--- src/design/sfd_pkg.sv ---
// Shared types and constants for the serial frame deframer.
// No dependencies; imported by serial_frame_deframer.
package sfd_pkg;

	typedef enum logic [2:0] {
		PH_HUNT    = 3'd0,
		PH_ADDR    = 3'd1,
		PH_LEN     = 3'd2,
		PH_PAYLOAD = 3'd3,
		PH_CHECK   = 3'd4,
		PH_TAIL    = 3'd5
	} phase_t;

	typedef enum logic [1:0] {
		ST_GOOD      = 2'd0,
		ST_SUM_BAD   = 2'd1,
		ST_TAIL_MISS = 2'd2
	} status_t;

	typedef enum logic [1:0] {
		REG_HEADER  = 2'd0,
		REG_TAIL    = 2'd1,
		REG_MAX_LEN = 2'd2
	} reg_index_t;

	localparam logic KIND_BYTE   = 1'b0;
	localparam logic KIND_STATUS = 1'b1;

	localparam logic [7:0] HEADER_RESET  = 8'h4A;
	localparam logic [7:0] TAIL_RESET    = 8'h3B;
	localparam logic [7:0] MAX_LEN_RESET = 8'd120;

	localparam logic [7:0] POS_ADDR          = 8'd1;
	localparam logic [7:0] POS_LEN           = 8'd2;
	localparam logic [7:0] FIRST_PAYLOAD_POS = 8'd3;

endpackage

--- src/design/serial_frame_deframer.sv ---
// Serial frame deframer: header/address/length/payload/checksum/tail parser.
// Depends on sfd_pkg (phase, status and register index codes).
// The result for an accepted byte is registered in the output register and is valid in the following cycle.
// Throughput: one byte per cycle; the only limit is the single output register,
// which frees itself in the same cycle its result is taken.
// Reset (arst_n low): parser hunts for header, config registers return to
// header 0x4A, tail 0x3B, max length 120; no result pending.
module serial_frame_deframer
	import sfd_pkg::*;
(
	input  logic       clk,
	input  logic       arst_n,
	// configuration write channel
	input  logic       cfg_valid,
	output logic       cfg_ready,
	input  logic [1:0] cfg_index,
	input  logic [7:0] cfg_data,
	// byte input channel
	input  logic       in_valid,
	output logic       in_ready,
	input  logic [7:0] data_byte,
	// result channel
	output logic       out_valid,
	input  logic       out_ready,
	output logic       item_kind,
	output logic [7:0] frame_byte,
	output logic [7:0] byte_position,
	output logic [1:0] frame_status
);

	// configuration registers
	logic [7:0] header_value_q, tail_value_q, max_length_q;

	// parser state
	phase_t     phase_q, phase_d;
	logic [7:0] frame_length_q, frame_length_d;
	logic [7:0] payload_count_q, payload_count_d;
	logic [7:0] running_sum_q, running_sum_d;
	logic       sum_matched_q, sum_matched_d;

	// result register
	logic       out_valid_q;
	logic       kind_q;
	logic [7:0] byte_q, pos_q;
	logic [1:0] status_q;

	// result computed for the byte being accepted
	logic       res_valid;
	logic       res_kind;
	logic [7:0] res_byte, res_pos;
	logic [1:0] res_status;

	logic in_acc;
	logic [7:0] count_inc;

	// Accept a byte whenever the output register is empty or being drained.
	assign in_ready  = !out_valid_q || out_ready;
	assign in_acc    = in_valid && in_ready;
	assign cfg_ready = 1'b1;
	assign count_inc = payload_count_q + 8'd1;

	// Configuration writes; an index beyond the list is dropped.
	always_ff @(posedge clk or negedge arst_n) begin
		if (!arst_n) begin
			header_value_q <= HEADER_RESET;
			tail_value_q   <= TAIL_RESET;
			max_length_q   <= MAX_LEN_RESET;
		end else if (cfg_valid) begin
			case (reg_index_t'(cfg_index))
				REG_HEADER:  header_value_q <= cfg_data;
				REG_TAIL:    tail_value_q   <= cfg_data;
				REG_MAX_LEN: max_length_q   <= cfg_data;
				default: ;
			endcase
		end
	end

	// Next-state logic for the parser.
	always_comb begin
		phase_d         = phase_q;
		frame_length_d  = frame_length_q;
		payload_count_d = payload_count_q;
		running_sum_d   = running_sum_q;
		sum_matched_d   = sum_matched_q;
		case (phase_q)
			PH_HUNT: begin
				if (data_byte == header_value_q) begin
					phase_d         = PH_ADDR;
					frame_length_d  = '0;
					payload_count_d = '0;
					running_sum_d   = '0;
					sum_matched_d   = 1'b0;
				end
			end
			PH_ADDR: phase_d = PH_LEN;
			PH_LEN: begin
				if (data_byte > max_length_q) begin
					// oversize frame: drop silently and hunt again
					phase_d = PH_HUNT;
				end else begin
					frame_length_d  = data_byte;
					payload_count_d = '0;
					running_sum_d   = '0;
					phase_d         = (data_byte == 8'd0) ? PH_CHECK : PH_PAYLOAD;
				end
			end
			PH_PAYLOAD: begin
				running_sum_d   = running_sum_q + data_byte;
				payload_count_d = count_inc;
				if (count_inc >= frame_length_q) begin
					phase_d = PH_CHECK;
				end
			end
			PH_CHECK: begin
				sum_matched_d = (data_byte == running_sum_q);
				phase_d       = PH_TAIL;
			end
			PH_TAIL: phase_d = PH_HUNT;
			default: phase_d = PH_HUNT;
		endcase
	end

	// Result logic for the byte at the input.
	always_comb begin
		res_valid  = 1'b0;
		res_kind   = KIND_BYTE;
		res_byte   = data_byte;
		res_pos    = '0;
		res_status = ST_GOOD;
		case (phase_q)
			PH_HUNT: res_valid = 1'b0;
			PH_ADDR: begin
				res_valid = 1'b1;
				res_pos   = POS_ADDR;
			end
			PH_LEN: begin
				res_valid = (data_byte <= max_length_q);
				res_pos   = POS_LEN;
			end
			PH_PAYLOAD: begin
				res_valid = 1'b1;
				res_pos   = FIRST_PAYLOAD_POS + payload_count_q;
			end
			PH_CHECK: begin
				res_valid = 1'b1;
				res_pos   = FIRST_PAYLOAD_POS + frame_length_q;
			end
			PH_TAIL: begin
				// tail check outranks the checksum check
				res_valid = 1'b1;
				res_kind  = KIND_STATUS;
				res_byte  = '0;
				if (data_byte != tail_value_q) begin
					res_status = ST_TAIL_MISS;
				end else if (!sum_matched_q) begin
					res_status = ST_SUM_BAD;
				end else begin
					res_status = ST_GOOD;
				end
			end
			default: res_valid = 1'b0;
		endcase
	end

	// Parser state advances only on an input transaction.
	always_ff @(posedge clk or negedge arst_n) begin
		if (!arst_n) begin
			phase_q         <= PH_HUNT;
			frame_length_q  <= '0;
			payload_count_q <= '0;
			running_sum_q   <= '0;
			sum_matched_q   <= 1'b0;
		end else if (in_acc) begin
			phase_q         <= phase_d;
			frame_length_q  <= frame_length_d;
			payload_count_q <= payload_count_d;
			running_sum_q   <= running_sum_d;
			sum_matched_q   <= sum_matched_d;
		end
	end

	// Output register: load on an accepted byte, clear when drained, else hold.
	always_ff @(posedge clk or negedge arst_n) begin
		if (!arst_n) begin
			out_valid_q <= 1'b0;
		end else if (in_acc) begin
			out_valid_q <= res_valid;
		end else if (out_ready) begin
			out_valid_q <= 1'b0;
		end
	end

	always_ff @(posedge clk) begin
		if (in_acc && res_valid) begin
			kind_q   <= res_kind;
			byte_q   <= res_byte;
			pos_q    <= res_pos;
			status_q <= res_status;
		end
	end

	assign out_valid     = out_valid_q;
	assign item_kind     = kind_q;
	assign frame_byte    = byte_q;
	assign byte_position = pos_q;
	assign frame_status  = status_q;

	// A tail byte always yields a status result on the next cycle.
	a_tail_status: assert property (@(posedge clk) disable iff (!arst_n)
		(in_acc && phase_q == PH_TAIL) |=> (out_valid_q && kind_q == KIND_STATUS))
		else $error("tail byte did not produce a status");

	// A byte taken while hunting never produces a result.
	a_hunt_silent: assert property (@(posedge clk) disable iff (!arst_n)
		(in_acc && phase_q == PH_HUNT) |=> !out_valid_q)
		else $error("result produced while hunting");

	// Payload count never passes the frame length during payload.
	a_count_bound: assert property (@(posedge clk) disable iff (!arst_n)
		(phase_q == PH_PAYLOAD) |-> (payload_count_q < frame_length_q))
		else $error("payload count overran frame length");

	// Frame bytes carry a good status field.
	a_byte_status: assert property (@(posedge clk) disable iff (!arst_n)
		(out_valid_q && kind_q == KIND_BYTE) |-> (status_q == ST_GOOD))
		else $error("frame byte carries a nonzero status");

endmodule

--- config.mk ---
export PLATFORM = sky130hd
export DESIGN_NAME = serial_frame_deframer
export DESIGN_NICKNAME = d
export VERILOG_FILES = /design/src/design/sfd_pkg.sv /design/src/design/serial_frame_deframer.sv
export SDC_FILE = /design/constraint.sdc
export NUM_CORES = 1
export LEC_CHECK = 0
export BUFFER_PORTS_ARGS = -buffer_cell sky130_fd_sc_hd__buf_2
export CORE_ASPECT_RATIO = 0.5
export CORE_MARGIN = 10
export CORE_UTILIZATION = 40
export CTS_CLUSTER_SIZE = 16
export DETAILED_ROUTE_END_ITERATION = 10
export PLACE_DENSITY = 0.7
export SLEW_MARGIN = 20
export SYNTH_ARGS = -nofsm -noshare
export SYNTH_HDL_FRONTEND = slang
export SYNTH_SLANG_ARGS = --single-unit
export TNS_END_PERCENT = 50
--- constraint.sdc ---
create_clock -name clk -period 7.4 [get_ports clk]
set_input_delay 0.74 -clock clk [delete_from_list [all_inputs] [get_ports clk]]
set_output_delay 0.74 -clock clk [all_outputs]
set_load 0.02 [all_outputs]
==> impl_metrics.xml <==
<?xml version="1.0" encoding="UTF-8"?>
<metrics>
  <group name="run_status">
    <metric name="status" unit="">finished, final reports clean</metric>
  </group>
  <group name="clock_network">
    <metric name="clock_sinks" unit="">72</metric>
    <metric name="post_cts_resize_count" unit="">0</metric>
    <metric name="cts_buffer_depth" unit="">2</metric>
    <metric name="cts-root-buf" unit="">sky130_fd_sc_hd__clkbuf_16</metric>
    <metric name="count_of_h_tree_levels_built_during_cts" unit="">3</metric>
    <metric name="clkSlewWorstSetupHoldPaths" unit="ps">60</metric>
    <metric name="cts_buf_count" unit="">9</metric>
    <metric name="worstSkewPairLatency" unit="ps">340</metric>
    <metric name="cts_hold_buffers" unit="">0</metric>
    <metric name="tritoncts" unit="">yes</metric>
    <metric name="post_cts.repair.setup_buffers" unit="">0</metric>
  </group>
  <group name="sta">
    <metric name="unrepaired_setup_endpoints_after_global_routing" unit="">false</metric>
    <metric name="worst_hold_slack" unit="ps">508</metric>
    <metric name="worst_pin_slew" unit="ps">719</metric>
    <metric name="final.setup.tns" unit="ps">0</metric>
    <metric name="finalClockSkew" unit="ps">9.23</metric>
    <metric name="final_max_slew_viol_count" unit="">0</metric>
    <metric name="report.final.setup_viol" unit="">0</metric>
    <metric name="min_period" unit="ps">2690</metric>
    <metric name="finalCritPeriodShare" unit="%">36.4</metric>
    <metric name="fmaxAchievable" unit="MHz">372</metric>
    <metric name="report.final.hold_viol_count" unit="">0</metric>
    <metric name="slew-limit-headroom" unit="%">51.8</metric>
  </group>
  <group name="route">
    <metric name="drt_first_pass_iters" unit="">4</metric>
    <metric name="ant_nets" unit="">0</metric>
    <metric name="dr.first_iter.drc_count" unit="">198</metric>
    <metric name="detail_route.vias_per_cell" unit="">5.15</metric>
    <metric name="detail_route.wl_per_cell" unit="um">16.7</metric>
    <metric name="remaining_drc_errors" unit="">0</metric>
    <metric name="via_count" unit="">2876</metric>
    <metric name="postRouteWirelength" unit="mm">9.35</metric>
  </group>
  <group name="finish">
    <metric name="mostFrequentLayoutCell" unit="">sky130_fd_sc_hd__buf_2</metric>
    <metric name="layout.cells.most_common_list" unit="">sky130_fd_sc_hd__buf_2, sky130_fd_sc_hd__dfrtp_1, sky130_fd_sc_hd__xnor2_1</metric>
    <metric name="antenna_cells" unit="">0</metric>
    <metric name="post_route_cells_drive_above_1_share" unit="%">26.6</metric>
    <metric name="filler_cell_count" unit="">939</metric>
    <metric name="layout.cell_area.non_filler" unit="um2">4780</metric>
    <metric name="nNetsFinal" unit="">462</metric>
    <metric name="final_cells" unit="">558</metric>
    <metric name="finish.utilization" unit="%">47.0</metric>
    <metric name="layout-area-overhead-vs-synth" unit="%">14.7</metric>
  </group>
  <group name="global_routing">
    <metric name="global_route_wire_length_before_repair" unit="mm">15.6</metric>
    <metric name="antenna_found_initial" unit="">0</metric>
    <metric name="global_route.usage.total" unit="%">13.0</metric>
    <metric name="grt_most_used_layer" unit="">met2</metric>
    <metric name="gr-usage-met3" unit="%">3.66</metric>
    <metric name="grt_start_max_net_pins" unit="">54</metric>
    <metric name="grt_pass1_vias" unit="">3004</metric>
    <metric name="grtUsageMet1" unit="%">16.9</metric>
    <metric name="met2_usage" unit="%">20.0</metric>
    <metric name="global_route.overflow_total" unit="">0</metric>
  </group>
  <group name="setup_path">
    <metric name="slowest_stage" unit="">sky130_fd_sc_hd__dfrtp_1</metric>
    <metric name="max_stage_delay" unit="ps">560</metric>
    <metric name="critPathArrivalTime" unit="ps">2910</metric>
    <metric name="critical_path_class" unit="">reg -&gt; reg</metric>
    <metric name="path_buf_inv" unit="">0</metric>
    <metric name="crit_path_frequent_cell" unit="">sky130_fd_sc_hd__nand3_1</metric>
    <metric name="worst_path_dominant_cell_family" unit="">simple AND/OR/NAND/NOR gates</metric>
    <metric name="critical_path.max_fanout" unit="">9</metric>
    <metric name="path_cells" unit="">and3_1, nand3_1, xnor2_1, ha_1, a21oi_1, nor2b_1, or4_1, o21ai_2, or4b_1, nand3_1</metric>
    <metric name="critPathRequiredTime" unit="ps">7620</metric>
    <metric name="endpoint_kind" unit="">register</metric>
    <metric name="crit_path_start_kind" unit="">register</metric>
  </group>
  <group name="logic_synthesis">
    <metric name="synthArstFlopShare" unit="%">73.6</metric>
    <metric name="post_synth_fa_ha_maj_area_fraction" unit="%">7.99</metric>
    <metric name="synth_seq_area_share" unit="%">45.9</metric>
    <metric name="synth.area.mux_share" unit="%">8.95</metric>
    <metric name="synth_simple_gate_area_share" unit="%">13.4</metric>
    <metric name="number_of_enable_flip_flop_cells_after_synthesis" unit="">19</metric>
    <metric name="post_synthesis_register_bit_count" unit="">72</metric>
    <metric name="dominant_combinational_cell_family_by_area_after_synthesis" unit="">simple AND/OR/NAND/NOR gates</metric>
    <metric name="ys.warnings.count" unit="">0</metric>
    <metric name="netlist_instances" unit="">370</metric>
    <metric name="synth.distinct_cells" unit="">57</metric>
    <metric name="syn-num-nets" unit="">419</metric>
    <metric name="mean_instance_size_in_the_synthesized_netlist" unit="um2">11.3</metric>
    <metric name="synth_compound_area_share" unit="%">11.7</metric>
    <metric name="syn_area" unit="um2">4170</metric>
    <metric name="synth_ff_type" unit="">sky130_fd_sc_hd__dfrtp_1</metric>
    <metric name="synth-xor-area-share" unit="%">8.62</metric>
  </group>
  <group name="floorplanning">
    <metric name="dieHeight" unit="um">92.2</metric>
    <metric name="row_count" unit="">26</metric>
    <metric name="top_level_ports" unit="">45</metric>
    <metric name="design.die.area" unit="um2">15100</metric>
    <metric name="effective_utilization_at_floorplan" unit="%">40.9</metric>
    <metric name="design.core.area" unit="um2">10200</metric>
    <metric name="die_w" unit="um">164</metric>
  </group>
  <group name="placed_design">
    <metric name="place_area" unit="um2">4490</metric>
    <metric name="buffer_ports.inserted" unit="">43</metric>
    <metric name="dpl.cell_count" unit="">542</metric>
    <metric name="post-dp-hpwl" unit="mm">6.83</metric>
    <metric name="place.gp.congestion" unit="">0.812</metric>
  </group>
  <group name="power">
    <metric name="worst_vdd_rail_ir_drop" unit="uV">130</metric>
    <metric name="power_density" unit="nW/um2">359</metric>
    <metric name="power_leakage" unit="nW">2.06</metric>
  </group>
  <group name="min_path">
    <metric name="worstHoldPathType" unit="">reg -&gt; reg</metric>
  </group>
  <group name="job">
    <metric name="max-cap-violations" unit="">0</metric>
  </group>
</metrics>
==> state kept, by name, indices dropped and copies added (netlist names) <==
register / cells
byte_position: 8
item_kind: 1
header_value_q: 8
tail_value_q: 8
payload_count_q: 8
max_length_q: 8
frame_byte: 8
phase_q: 3
running_sum_q: 8
out_valid: 1
frame_status: 2
frame_length_q: 8
sum_matched_q: 1
==> metal layers <==
metal	up-vias	part of all wire (%)
met5	-	0
met4	0	1.7
met3	13	5.1
met2	50	46
met1	1384	47
li1	1429	-
==> Yosys cell counts, types with 2 or more instances <==
library cell / number / share of area, %
sky130_fd_sc_hd__a21o_1: 3 / 0.54
sky130_fd_sc_hd__a21oi_1: 14 / 1.7
sky130_fd_sc_hd__a22o_1: 12 / 2.5
sky130_fd_sc_hd__a31oi_1: 2 / 0.30
sky130_fd_sc_hd__and2_1: 7 / 1.1
sky130_fd_sc_hd__and3_1: 2 / 0.30
sky130_fd_sc_hd__buf_2: 4 / 0.48
sky130_fd_sc_hd__buf_6: 3 / 0.81
sky130_fd_sc_hd__clkbuf_1: 5 / 0.45
sky130_fd_sc_hd__dfrtp_1: 41 / 25
sky130_fd_sc_hd__dfstp_2: 12 / 7.6
sky130_fd_sc_hd__edfxtp_1: 19 / 14
sky130_fd_sc_hd__ha_1: 25 / 7.5
sky130_fd_sc_hd__inv_1: 17 / 1.5
sky130_fd_sc_hd__mux2_2: 25 / 6.8
sky130_fd_sc_hd__mux2i_1: 8 / 1.9
sky130_fd_sc_hd__nand2_1: 20 / 1.8
sky130_fd_sc_hd__nand2b_1: 3 / 0.45
sky130_fd_sc_hd__nand3_1: 14 / 1.7
sky130_fd_sc_hd__nand3b_1: 4 / 0.72
sky130_fd_sc_hd__nand4_1: 7 / 1.1
sky130_fd_sc_hd__nor2_1: 15 / 1.4
sky130_fd_sc_hd__nor2b_1: 3 / 0.45
sky130_fd_sc_hd__nor3_1: 8 / 0.96
sky130_fd_sc_hd__nor3b_2: 3 / 0.90
sky130_fd_sc_hd__nor4_1: 5 / 0.75
sky130_fd_sc_hd__o211ai_1: 2 / 0.36
sky130_fd_sc_hd__o21a_1: 3 / 0.54
sky130_fd_sc_hd__o21ai_0: 10 / 1.2
sky130_fd_sc_hd__o22ai_1: 6 / 0.90
sky130_fd_sc_hd__o31ai_1: 2 / 0.36
sky130_fd_sc_hd__o41ai_1: 2 / 0.42
sky130_fd_sc_hd__xnor2_1: 31 / 6.5
sky130_fd_sc_hd__xor2_1: 10 / 2.1
==> logic make-up (layout without fill, tap and decap cells) <==
| family | after synthesis | in the layout |
|---|---|---|
| AND/OR/NAND/NOR | 100 | 100 |
| multiplexers | 34 | 34 |
| other | 1 | 1 |
| buffers and inverters | 30 | 78 |
| AO/OA/AOI/OAI | 66 | 66 |
| adder cells (fa/ha/maj) | 26 | 26 |
| flip-flops | 72 | 72 |
| XOR/XNOR | 41 | 41 |
==> worst reg2reg max path, stage by stage, from the launching register on <==
cell	delay, ps
sky130_fd_sc_hd__dfrtp_1	560
sky130_fd_sc_hd__and3_1	290
sky130_fd_sc_hd__nand3_1	200
sky130_fd_sc_hd__xnor2_1	180
sky130_fd_sc_hd__ha_1	290
sky130_fd_sc_hd__a21oi_1	150
sky130_fd_sc_hd__nor2b_1	50
sky130_fd_sc_hd__or4_1	430
sky130_fd_sc_hd__o21ai_2	220
sky130_fd_sc_hd__or4b_1	150
sky130_fd_sc_hd__nand3_1	70
==> power by group <==
part,switching (mW),internal [mW],total [mW]
combinational,0.362,0.274,0.636
sequential,0.113,0.549,0.662
clock,0.169,0.247,0.417
==> stage by stage <==
step	setup WS [ps]	power, mW
detailed placement	4630	1.30
global placement	4620	1.29
CTS	4740	1.73
global route	4470	1.84
finish	4710	1.71
floorplan	4420	1.14
==> area by class of cell <==
type	count	area (um2)	area share, %
clock buffers	11	253	5.29
clock inverters	5	36.3	0.759
inverters	17	63.8	1.33
multi-input cells	268	2110	44.2
flip-flops and latches	72	1910	40.0
well taps	140	175	3.66
repair buffers	45	230	4.82
==> final timing paths <==
path | from | to | slack [ps] | cells past startpoint
worst max-delay path | payload_count_q[2] | phase_q[1] | 4710 | 10
worst min-delay path | max_length_q[7] | max_length_q[7] | 510 | 1
worst max register to register | payload_count_q[2] | phase_q[1] | 4710 | 10
worst min register to register | max_length_q[7] | max_length_q[7] | 510 | 1
max in group asynchronous | arst_n | frame_length_q[5] | 6420 | 2
min in group asynchronous | arst_n | header_value_q[5] | 520 | 2
Power figures use the tool's default switching activity.
